## src/rtl/mh64_pkg.sv

```systemverilog
// Package with the types, codes and constants shared by the streaming MurmurHash64A block.
package mh64_pkg;

  localparam logic [63:0] MIX_MULT   = 64'hc6a4a7935bd1e995;
  localparam logic [31:0] MIX_MULT_LO = MIX_MULT[31:0];
  localparam logic [31:0] MIX_MULT_HI = MIX_MULT[63:32];
  localparam int unsigned MIX_SHIFT  = 47;

  typedef enum logic [1:0] {
    IK_NONE,
    IK_TAIL,
    IK_FULL
  } item_kind_t;

  typedef struct packed {
    logic [63:0] word;
    item_kind_t  kind;
    logic        first;
    logic        last;
    logic [30:0] length;
  } q_entry_t;

  typedef struct packed {
    logic     vld;
    q_entry_t entry;
  } q_head_t;

  typedef struct packed {
    logic        start;
    logic [63:0] a;
  } mul_req_t;

  typedef struct packed {
    logic        busy;
    logic        done;
    logic [63:0] result;
  } mul_rsp_t;

  typedef enum logic [1:0] {
    MS_LO_LO,
    MS_LO_HI,
    MS_HI_LO
  } mul_step_t;

  typedef enum logic [2:0] {
    BK_IDLE,
    BK_LEN_W,
    BK_BODY,
    BK_K1_W,
    BK_K2_W,
    BK_H_W,
    BK_FIN,
    BK_FOUT_W
  } back_state_t;

endpackage

```

## src/rtl/mh64_ifs.sv

```systemverilog
// Channel interfaces for message words, hash results and the seed register write.
interface mh64_in_if;
  logic        valid;
  logic        ready;
  logic [63:0] data_word;
  logic [3:0]  valid_bytes;
  logic        first_word;
  logic        last_word;
  logic [30:0] message_length;

  modport source (output valid, data_word, valid_bytes, first_word, last_word,
                  message_length, input ready);
  modport sink (input valid, data_word, valid_bytes, first_word, last_word,
                message_length, output ready);
endinterface

interface mh64_out_if;
  logic        valid;
  logic        ready;
  logic [63:0] hash_value;

  modport source (output valid, hash_value, input ready);
  modport sink (input valid, hash_value, output ready);
endinterface

interface mh64_cfg_if;
  logic        valid;
  logic        ready;
  logic [31:0] hash_seed;

  modport source (output valid, hash_seed, input ready);
  modport sink (input valid, hash_seed, output ready);
endinterface

```

## src/rtl/mh64_mul.sv

```systemverilog
// Multi-cycle multiplier by the mixing constant, modulo 2^64, on one 32x32 multiplier.
module mh64_mul
  import mh64_pkg::*;
(
  input  logic     clk,
  input  logic     rst_n,
  input  mul_req_t req,
  output mul_rsp_t rsp
);

  logic        busy_r, busy_nxt;
  logic        done_r, done_nxt;
  mul_step_t   step_r, step_nxt;
  logic [63:0] a_r, a_nxt;
  logic [63:0] p0_r, p0_nxt;
  logic [31:0] cross_r, cross_nxt;
  logic [31:0] op_a;
  logic [31:0] op_c;
  logic [63:0] prod;

  always_comb begin
    op_a = a_r[31:0];
    op_c = MIX_MULT_LO;
    unique case (step_r)
      MS_LO_LO: begin
        op_a = a_r[31:0];
        op_c = MIX_MULT_LO;
      end
      MS_LO_HI: begin
        op_a = a_r[31:0];
        op_c = MIX_MULT_HI;
      end
      MS_HI_LO: begin
        op_a = a_r[63:32];
        op_c = MIX_MULT_LO;
      end
      default: begin
        op_a = a_r[31:0];
        op_c = MIX_MULT_LO;
      end
    endcase
  end

  assign prod = {32'd0, op_a} * {32'd0, op_c};

  always_comb begin
    busy_nxt  = busy_r;
    done_nxt  = 1'b0;
    step_nxt  = step_r;
    a_nxt     = a_r;
    p0_nxt    = p0_r;
    cross_nxt = cross_r;
    if (busy_r) begin
      unique case (step_r)
        MS_LO_LO: begin
          p0_nxt   = prod;
          step_nxt = MS_LO_HI;
        end
        MS_LO_HI: begin
          cross_nxt = prod[31:0];
          step_nxt  = MS_HI_LO;
        end
        MS_HI_LO: begin
          cross_nxt = cross_r + prod[31:0];
          busy_nxt  = 1'b0;
          done_nxt  = 1'b1;
        end
        default: begin
          busy_nxt = 1'b0;
        end
      endcase
    end else if (req.start) begin
      a_nxt    = req.a;
      step_nxt = MS_LO_LO;
      busy_nxt = 1'b1;
    end
  end

  always_ff @(posedge clk) begin
    if (!rst_n) begin
      busy_r <= 1'b0;
      done_r <= 1'b0;
      step_r <= MS_LO_LO;
    end else begin
      busy_r <= busy_nxt;
      done_r <= done_nxt;
      step_r <= step_nxt;
    end
    a_r     <= a_nxt;
    p0_r    <= p0_nxt;
    cross_r <= cross_nxt;
  end

  assign rsp.busy   = busy_r;
  assign rsp.done   = done_r;
  assign rsp.result = p0_r + {cross_r, 32'd0};

  a_done_after_busy: assert property (@(posedge clk) disable iff (!rst_n)
    done_r |-> $past(busy_r))
    else $error("multiplier finished without a running product");

  a_no_start_while_busy_lost: assert property (@(posedge clk) disable iff (!rst_n)
    (busy_r && step_r == MS_HI_LO) |=> (!busy_r && done_r))
    else $error("multiplier did not finish after its last step");

  a_busy_done_exclusive: assert property (@(posedge clk) disable iff (!rst_n)
    !(busy_r && done_r))
    else $error("multiplier busy and done together");

endmodule

```

## src/rtl/mh64_front.sv

```systemverilog
// Front end: accepts message words, masks tails, classifies them and queues them.
module mh64_front
  import mh64_pkg::*;
(
  input  logic          clk,
  input  logic          rst_n,
  mh64_in_if.sink       in_ch,
  output q_head_t       head,
  input  logic          pop
);

  q_entry_t    q_r [2];
  logic        wr_ptr_r, wr_ptr_nxt;
  logic        rd_ptr_r, rd_ptr_nxt;
  logic [1:0]  cnt_r, cnt_nxt;
  logic        push;
  logic [63:0] byte_mask;
  q_entry_t    entry;

  assign in_ch.ready = (cnt_r != 2'd2);
  assign push        = in_ch.valid && in_ch.ready;

  // A byte lane is kept when its index is below the valid byte count.
  always_comb begin
    for (int i = 0; i < 8; i++) begin
      byte_mask[i*8 +: 8] = (4'(i) < in_ch.valid_bytes) ? 8'hff : 8'h00;
    end
  end

  always_comb begin
    entry.first  = in_ch.first_word;
    entry.last   = in_ch.last_word;
    entry.length = in_ch.message_length;
    if (in_ch.valid_bytes[3]) begin
      entry.kind = IK_FULL;
      entry.word = in_ch.data_word;
    end else if (in_ch.valid_bytes == 4'd0) begin
      entry.kind = IK_NONE;
      entry.word = in_ch.data_word;
    end else begin
      entry.kind = IK_TAIL;
      entry.word = in_ch.data_word & byte_mask;
    end
  end

  always_comb begin
    wr_ptr_nxt = push ? ~wr_ptr_r : wr_ptr_r;
    rd_ptr_nxt = pop ? ~rd_ptr_r : rd_ptr_r;
    unique case ({push, pop})
      2'b10:   cnt_nxt = cnt_r + 2'd1;
      2'b01:   cnt_nxt = cnt_r - 2'd1;
      default: cnt_nxt = cnt_r;
    endcase
  end

  always_ff @(posedge clk) begin
    if (!rst_n) begin
      wr_ptr_r <= 1'b0;
      rd_ptr_r <= 1'b0;
      cnt_r    <= 2'd0;
    end else begin
      wr_ptr_r <= wr_ptr_nxt;
      rd_ptr_r <= rd_ptr_nxt;
      cnt_r    <= cnt_nxt;
    end
    if (push) begin
      q_r[wr_ptr_r] <= entry;
    end
  end

  assign head.vld   = (cnt_r != 2'd0);
  assign head.entry = q_r[rd_ptr_r];

  a_cnt_bound: assert property (@(posedge clk) disable iff (!rst_n)
    cnt_r <= 2'd2)
    else $error("queue count beyond its depth");

  a_pop_nonempty: assert property (@(posedge clk) disable iff (!rst_n)
    pop |-> (cnt_r != 2'd0))
    else $error("queue popped while empty");

  a_ptr_count: assert property (@(posedge clk) disable iff (!rst_n)
    (cnt_r == 2'd1) |-> (wr_ptr_r != rd_ptr_r))
    else $error("queue pointers disagree with the count");

endmodule

```

## src/rtl/mh64_back.sv

```systemverilog
// Back end: sequences the hash updates and the finalizer through the shared multiplier.
module mh64_back
  import mh64_pkg::*;
(
  input  logic          clk,
  input  logic          rst_n,
  input  logic [63:0]   seed,
  input  q_head_t       head,
  output logic          pop,
  output mul_req_t      mul_req,
  input  mul_rsp_t      mul_rsp,
  mh64_out_if.source    out_ch
);

  back_state_t state_r, state_nxt;
  q_entry_t    cur_r, cur_nxt;
  logic [63:0] h_r, h_nxt;
  logic        out_vld_r, out_vld_nxt;
  logic [63:0] out_hash_r, out_hash_nxt;
  logic        load_out;
  logic [63:0] res;
  logic        cur_is_full;

  assign res         = mul_rsp.result;
  assign cur_is_full = (cur_r.kind == IK_FULL);

  // Next state.
  always_comb begin
    state_nxt = state_r;
    unique case (state_r)
      BK_IDLE: begin
        if (head.vld) begin
          state_nxt = head.entry.first ? BK_LEN_W : BK_BODY;
        end
      end
      BK_LEN_W: begin
        if (mul_rsp.done) state_nxt = BK_BODY;
      end
      BK_BODY: begin
        unique case (cur_r.kind)
          IK_FULL: state_nxt = BK_K1_W;
          IK_TAIL: state_nxt = BK_H_W;
          default: state_nxt = BK_FIN;
        endcase
      end
      BK_K1_W: begin
        if (mul_rsp.done) state_nxt = BK_K2_W;
      end
      BK_K2_W: begin
        if (mul_rsp.done) state_nxt = BK_H_W;
      end
      BK_H_W: begin
        if (mul_rsp.done) state_nxt = BK_FIN;
      end
      BK_FIN: begin
        if (!cur_r.last) begin
          state_nxt = BK_IDLE;
        end else if (!out_vld_r) begin
          state_nxt = BK_FOUT_W;
        end
      end
      BK_FOUT_W: begin
        if (mul_rsp.done) state_nxt = BK_IDLE;
      end
      default: state_nxt = BK_IDLE;
    endcase
  end

  // Outputs and datapath.
  always_comb begin
    pop           = 1'b0;
    mul_req.start = 1'b0;
    mul_req.a     = '0;
    cur_nxt       = cur_r;
    h_nxt         = h_r;
    load_out      = 1'b0;
    out_hash_nxt  = out_hash_r;
    unique case (state_r)
      BK_IDLE: begin
        if (head.vld) begin
          pop     = 1'b1;
          cur_nxt = head.entry;
          if (head.entry.first) begin
            mul_req.start = 1'b1;
            mul_req.a     = {33'd0, head.entry.length};
          end
        end
      end
      BK_LEN_W: begin
        if (mul_rsp.done) h_nxt = seed ^ res;
      end
      BK_BODY: begin
        if (cur_is_full) begin
          mul_req.start = 1'b1;
          mul_req.a     = cur_r.word;
        end else if (cur_r.kind == IK_TAIL) begin
          mul_req.start = 1'b1;
          mul_req.a     = h_r ^ cur_r.word;
        end
      end
      BK_K1_W: begin
        if (mul_rsp.done) begin
          mul_req.start = 1'b1;
          mul_req.a     = res ^ (res >> MIX_SHIFT);
        end
      end
      BK_K2_W: begin
        if (mul_rsp.done) begin
          mul_req.start = 1'b1;
          mul_req.a     = h_r ^ res;
        end
      end
      BK_H_W: begin
        if (mul_rsp.done) h_nxt = res;
      end
      BK_FIN: begin
        if (cur_r.last && !out_vld_r) begin
          mul_req.start = 1'b1;
          mul_req.a     = h_r ^ (h_r >> MIX_SHIFT);
        end
      end
      BK_FOUT_W: begin
        if (mul_rsp.done) begin
          load_out     = 1'b1;
          out_hash_nxt = res ^ (res >> MIX_SHIFT);
        end
      end
      default: begin
        pop = 1'b0;
      end
    endcase
  end

  always_comb begin
    out_vld_nxt = out_vld_r;
    if (load_out) begin
      out_vld_nxt = 1'b1;
    end else if (out_ch.ready) begin
      out_vld_nxt = 1'b0;
    end
  end

  always_ff @(posedge clk) begin
    if (!rst_n) begin
      state_r   <= BK_IDLE;
      h_r       <= 64'd0;
      out_vld_r <= 1'b0;
    end else begin
      state_r   <= state_nxt;
      h_r       <= h_nxt;
      out_vld_r <= out_vld_nxt;
    end
    cur_r      <= cur_nxt;
    out_hash_r <= out_hash_nxt;
  end

  assign out_ch.valid      = out_vld_r;
  assign out_ch.hash_value = out_hash_r;

  a_start_when_free: assert property (@(posedge clk) disable iff (!rst_n)
    mul_req.start |-> !mul_rsp.busy)
    else $error("multiply issued while the multiplier is busy");

  a_load_into_empty: assert property (@(posedge clk) disable iff (!rst_n)
    load_out |-> !out_vld_r)
    else $error("finished hash overwrote a pending result");

  a_done_expected: assert property (@(posedge clk) disable iff (!rst_n)
    mul_rsp.done |-> (state_r == BK_LEN_W || state_r == BK_K1_W ||
                      state_r == BK_K2_W || state_r == BK_H_W ||
                      state_r == BK_FOUT_W))
    else $error("product arrived with no step waiting for it");

endmodule

```

## src/rtl/murmur64a_hash_top.sv

```systemverilog
// Top level of the streaming MurmurHash64A block: seed register, front end, back end, multiplier.
//
//   channel  | dir | payload                                         | accepted when
//   ---------+-----+-------------------------------------------------+-------------------
//   in_ch    | in  | data_word, valid_bytes, first_word, last_word,  | valid && ready
//            |     | message_length                                  |
//   out_ch   | out | hash_value                                      | valid && ready
//   cfg_ch   | in  | hash_seed                                       | valid && ready
//
// Every multiply by the mixing constant runs on one shared 32x32 multiplier in three
// partial products. In the back end a full word takes three such multiplies, a tail
// one and a word with no valid bytes none; a first word adds a multiply for the
// length product and a last word adds one for the finalizer, with the hash showing
// on out_ch as the back end returns to idle.
// Reset is synchronous and active low; it clears the seed, the running hash, the queue
// and all handshake state. There is no clearing pass.
// The front end takes words into a two-word queue while the back end works, so input
// stalls only when the queue is full; a held result on out_ch stalls only the
// finalizer of the next message.
module murmur64a_hash_top
  import mh64_pkg::*;
(
  input  logic       clk,
  input  logic       rst_n,
  mh64_in_if.sink    in_ch,
  mh64_out_if.source out_ch,
  mh64_cfg_if.sink   cfg_ch
);

  logic [31:0] seed_r, seed_nxt;
  q_head_t     head;
  logic        pop;
  mul_req_t    mul_req;
  mul_rsp_t    mul_rsp;

  // Always ready, unguarded: the user must write the seed register only while the block is idle.
  assign cfg_ch.ready = 1'b1;
  assign seed_nxt     = cfg_ch.valid ? cfg_ch.hash_seed : seed_r;

  always_ff @(posedge clk) begin
    if (!rst_n) begin
      seed_r <= 32'd0;
    end else begin
      seed_r <= seed_nxt;
    end
  end

  // The front end masks bytes past the valid count and tags each word as full, tail
  // or empty, so the back end only has to choose among three update sequences.
  mh64_front u_front (
    .clk   (clk),
    .rst_n (rst_n),
    .in_ch (in_ch),
    .head  (head),
    .pop   (pop)
  );

  // The back end owns the running hash and the result register on out_ch.
  mh64_back u_back (
    .clk     (clk),
    .rst_n   (rst_n),
    .seed    ({32'd0, seed_r}),
    .head    (head),
    .pop     (pop),
    .mul_req (mul_req),
    .mul_rsp (mul_rsp),
    .out_ch  (out_ch)
  );

  // Shared multiplier: every product in the hash is by the same 64-bit constant.
  mh64_mul u_mul (
    .clk   (clk),
    .rst_n (rst_n),
    .req   (mul_req),
    .rsp   (mul_rsp)
  );

endmodule
```

## src/flat_wrapper.sv

```systemverilog
// flat-port wrapper written by rule: the top's interface ports become plain ports
module murmur64a_hash_top_flat import mh64_pkg::*;
  (clk, rst_n, in_ch_valid, in_ch_data_word, in_ch_valid_bytes, in_ch_first_word, in_ch_last_word, in_ch_message_length, in_ch_ready, out_ch_valid, out_ch_hash_value, out_ch_ready, cfg_ch_valid, cfg_ch_hash_seed, cfg_ch_ready);
  mh64_in_if in_ch_i ();
  mh64_out_if out_ch_i ();
  mh64_cfg_if cfg_ch_i ();
  input  logic clk;
  input  logic rst_n;
  input wire logic [$bits(in_ch_i.valid)-1:0] in_ch_valid;
  input wire logic [$bits(in_ch_i.data_word)-1:0] in_ch_data_word;
  input wire logic [$bits(in_ch_i.valid_bytes)-1:0] in_ch_valid_bytes;
  input wire logic [$bits(in_ch_i.first_word)-1:0] in_ch_first_word;
  input wire logic [$bits(in_ch_i.last_word)-1:0] in_ch_last_word;
  input wire logic [$bits(in_ch_i.message_length)-1:0] in_ch_message_length;
  output wire logic [$bits(in_ch_i.ready)-1:0] in_ch_ready;
  output wire logic [$bits(out_ch_i.valid)-1:0] out_ch_valid;
  output wire logic [$bits(out_ch_i.hash_value)-1:0] out_ch_hash_value;
  input wire logic [$bits(out_ch_i.ready)-1:0] out_ch_ready;
  input wire logic [$bits(cfg_ch_i.valid)-1:0] cfg_ch_valid;
  input wire logic [$bits(cfg_ch_i.hash_seed)-1:0] cfg_ch_hash_seed;
  output wire logic [$bits(cfg_ch_i.ready)-1:0] cfg_ch_ready;
  assign in_ch_i.valid = in_ch_valid;
  assign in_ch_i.data_word = in_ch_data_word;
  assign in_ch_i.valid_bytes = in_ch_valid_bytes;
  assign in_ch_i.first_word = in_ch_first_word;
  assign in_ch_i.last_word = in_ch_last_word;
  assign in_ch_i.message_length = in_ch_message_length;
  assign in_ch_ready = in_ch_i.ready;
  assign out_ch_valid = out_ch_i.valid;
  assign out_ch_hash_value = out_ch_i.hash_value;
  assign out_ch_i.ready = out_ch_ready;
  assign cfg_ch_i.valid = cfg_ch_valid;
  assign cfg_ch_i.hash_seed = cfg_ch_hash_seed;
  assign cfg_ch_ready = cfg_ch_i.ready;
  murmur64a_hash_top u_core (.clk(clk), .rst_n(rst_n), .in_ch(in_ch_i), .out_ch(out_ch_i), .cfg_ch(cfg_ch_i));
endmodule
```

## config.mk

```make
export PLATFORM = sky130hd
export DESIGN_NAME = murmur64a_hash_top_flat
export DESIGN_NICKNAME = d
export VERILOG_FILES = /design/src/rtl/mh64_pkg.sv /design/src/rtl/mh64_ifs.sv /design/src/rtl/mh64_mul.sv /design/src/rtl/mh64_front.sv /design/src/rtl/mh64_back.sv /design/src/rtl/murmur64a_hash_top.sv /design/src/flat_wrapper.sv
export SDC_FILE = /design/constraint.sdc
export NUM_CORES = 2
export LEC_CHECK = 0
export BUFFER_PORTS_ARGS = -buffer_cell sky130_fd_sc_hd__buf_4
export CORE_MARGIN = 8
export CORE_UTILIZATION = 45
export DETAILED_ROUTE_END_ITERATION = 10
export GPL_TIMING_DRIVEN = 0
export SLEW_MARGIN = 5
export SYNTH_ARGS = -nofsm -noshare
export SYNTH_HDL_FRONTEND = slang
export SYNTH_SLANG_ARGS = --single-unit
```

## constraint.sdc

```tcl
create_clock -name clk -period 31.1 [get_ports clk]
set_input_delay 3.11 -clock clk [delete_from_list [all_inputs] [get_ports clk]]
set_output_delay 3.11 -clock clk [all_outputs]
set_load 0.01 [all_outputs]
```

==> impl_metrics.tcl <==
set metrics [dict create \
    drt_iter0_drc 3113 \
    finalSetupViolations 0 \
    required_ns 31.45 \
    async_flop_share_pct 0 \
    syn_to_final_growth_pct 10.82 \
    fillerInstances 10530 \
    port_buffers 193 \
    htreeDepth 2 \
    finalInstanceArea_mm2 0.05815 \
    crit_type "reg -> reg" \
    drt_wl_total_um 168100 \
    synthCells 4759 \
    min_from "u_core.u_back.h_r[39]$_SDFFE_PN0P_" \
    finalCriticalPeriod_ns 12.97 \
    startpoint "u_core.u_mul.step_r[0]$_SDFFE_PN0P_" \
    cts_tree "yes" \
    hold_buffers 0 \
    numCtsBuffers 57 \
    grt.total_usage_pct 26.24 \
    clock_sinks 598 \
    cts_buffer_depth 3 \
    yosys.cell_types.count 82 \
    crit_path_start_kind "flop" \
    ys_ff_latch 598 \
    ctsResizeCount 0 \
    rsz0062_at_grt "no" \
    synth_nets 5984 \
    cp-end-kind "flop" \
    avgViaCountPerCell 5.537 \
    skew_ns 0.04117 \
    crit_fanout 10 \
    post_drt_wl_per_cell_um 25.44 \
    synthTopCellsByArea "edfxtp_1, fa_1, ha_1" \
    grt_overflow 0 \
    synth_edf_count 489 \
    relSlewSlack_pct 14.55 \
    clockRootBuffer "clkbuf_16" \
    grt_antenna_before_repair 1 \
    cpLargestDelayFamily "adder cells" \
    postPlaceCellArea_mm2 0.05619 \
    ys_seq_area_share_pct 32.14 \
    timing.fmax_ghz 0.07708 \
    cp_slowest_cell "mux2i_1" \
    nets 6258 \
    dr.pass1.iters 7 \
    path_buf_inv 12 \
    run_status "finished clean" \
    drv_cap 0 \
    synth_top_area_share_pct 27.98 \
    hp-class "reg -> reg" \
    grt_max_degree 66 \
    period_share_pct 41.71 \
    path_clk_slew_ns 0.07 \
    yosys_warnings 0 \
    fp-row-count 125 \
    core_area_mm2 0.1159 \
    start_util_pct 45.28 \
    synth_area_leader_cell "edfxtp_1" \
    arrival_ns 13.33 \
    ios 205 \
    grt_pass1_wl_um 249100 \
    avgSynthCellArea_um2 11.03 \
    drc 0 \
    critPathMaxStageDelay_ns 1.08 \
    tightest_slew_ns 1.246 \
    hpwl_um 139000 \
    worst_path_most_repeated_cell "inv_1" \
    fp.dieW_um 357.5 \
    routabilityCongestion 0.9854 \
    clk_latency_ns 0.65 \
    netlist_area_mm2 0.05247 \
    drive_gt1_share_pct 8.955 \
    timing.hold.ws_ns 0.4925 \
    r2r-start "u_core.u_mul.step_r[0]$_SDFFE_PN0P_" \
    worst-r2r-cell-count 40 \
    dieHeight_um 357.5 \
    fin_setup_tns_ns 0 \
    hold_viol 0 \
    slew_viol_final 0 \
    worst-path-stages 40 \
    vias 36570 \
    post_cts.repair.setup_buffers 0 \
    hold_depth 2 \
    num_antenna_cells 0 \
    yosys_most_used_dff "edfxtp_1" \
    fp.dieArea_mm2 0.1278 \
    grt_pass1_vias 38170 \
    ant_nets 0 \
]
## metal layers
layer	GRT usage [%]	vias to the layer above	wire [um]
met5	0	-	0
met4	10.92	0	8394
met3	3.798	347	11750
met2	43.38	1496	78650
met1	34.59	18210	69260
li1	-	16520	-
## tightest hold or removal path: cells and delay by family (launching register included)
kind            cells  cell delay [ns]
flops               1             0.33
simple gates        1             0.05
compound gates      1             0.06
## layout by cell type (no fill, tap or decap), types with 20 or more instances in the layout
| master | count |
|---|---|
| inv_1 | 846 |
| fa_1 | 610 |
| edfxtp_1 | 489 |
| ha_1 | 477 |
| nand2_1 | 260 |
| nor2_1 | 204 |
| buf_4 | 204 |
| a21oi_1 | 178 |
| o21ai_0 | 173 |
| xnor2_1 | 152 |
| clkbuf_1 | 145 |
| dfxtp_1 | 109 |
| a21o_1 | 103 |
| nor2b_1 | 98 |
| xor2_1 | 97 |
| mux2_2 | 90 |
| mux2i_1 | 86 |
| nand2b_1 | 62 |
| a221o_1 | 57 |
| clkbuf_16 | 57 |
| and2_1 | 45 |
| nand3_1 | 38 |
| o211a_1 | 34 |
| o21bai_1 | 32 |
| a21boi_0 | 32 |
| o221ai_1 | 32 |
| nor3_1 | 26 |
| a211oi_1 | 20 |
## worst paths after layout
path         slack, ns                                  to
min               0.49  u_core.u_back.h_r[39]$_SDFFE_PN0P_
min reg2reg       0.49  u_core.u_back.h_r[39]$_SDFFE_PN0P_
max reg2reg      18.13  u_core.u_mul.cross_r[31]$_DFFE_PP_
max              18.13  u_core.u_mul.cross_r[31]$_DFFE_PP_
## cell families after synthesis
family                     after synthesis  synth area share, %
AOI/OAI and AO/OA                      811                10.59
buffers and inverters                 1008                7.225
xor gates and xnor gates               253                4.251
and+or+nand+nor                        822                7.509
other                                    1             0.007146
adders and majority gates             1087                34.65
muxes                                  179                3.629
DFF                                    598                32.14
## per-stage QoR
stage | cells | utilization [%] | worst slack (ns)
after floorplan | 4759 | - | 20.75
after global placement | 6476 | 48.17 | 13.89
after detailed placement | 6498 | 48.49 | 18.36
after CTS | 6605 | 50.17 | 18.23
after global routing | 6605 | 50.18 | 17.63
final | 6605 | 50.18 | 18.13
## final cells by class
cell class | instances | area [um2] | area share, %
multi-input combinational | 3153 | 31880 | 54.83
sequential | 598 | 16870 | 29.00
inverter | 853 | 3204 | 5.510
tap | 1524 | 1907 | 3.279
timing repair buffer | 215 | 1754 | 3.017
clock buffer | 73 | 1546 | 2.659
buffer | 155 | 589.3 | 1.013
clock inverter | 34 | 401.6 | 0.6907
## registers in the layout, indices dropped and copies added, names as in the netlist, 2 cells and up, named ones only
signal / flops
u_core.u_mul.a_r: 64
u_core.seed_r: 32
u_core.u_back.h_r: 64
u_core.u_mul.p0_r: 64
u_core.u_back.state_r: 3
u_core.u_mul.step_r: 2
u_core.u_back.cur_r: 67
u_core.u_front.cnt_r: 2
u_core.u_mul.cross_r: 32
u_core.u_front.q_r: 198
u_core.u_back.out_ch.hash_value: 64
## synth_stat cells, types with 97 or more instances
master / instances
fa_1: 610
nor2_1: 206
xnor2_1: 154
a21o_1: 103
a21oi_1: 178
dfxtp_1: 109
inv_1: 848
nor2b_1: 98
edfxtp_1: 489
ha_1: 477
nand2_1: 260
xor2_1: 97
clkbuf_1: 135
o21ai_0: 173
Power is not shown: default switching activity piles up to over one toggle a cycle in this logic, so the estimate is an artifact.
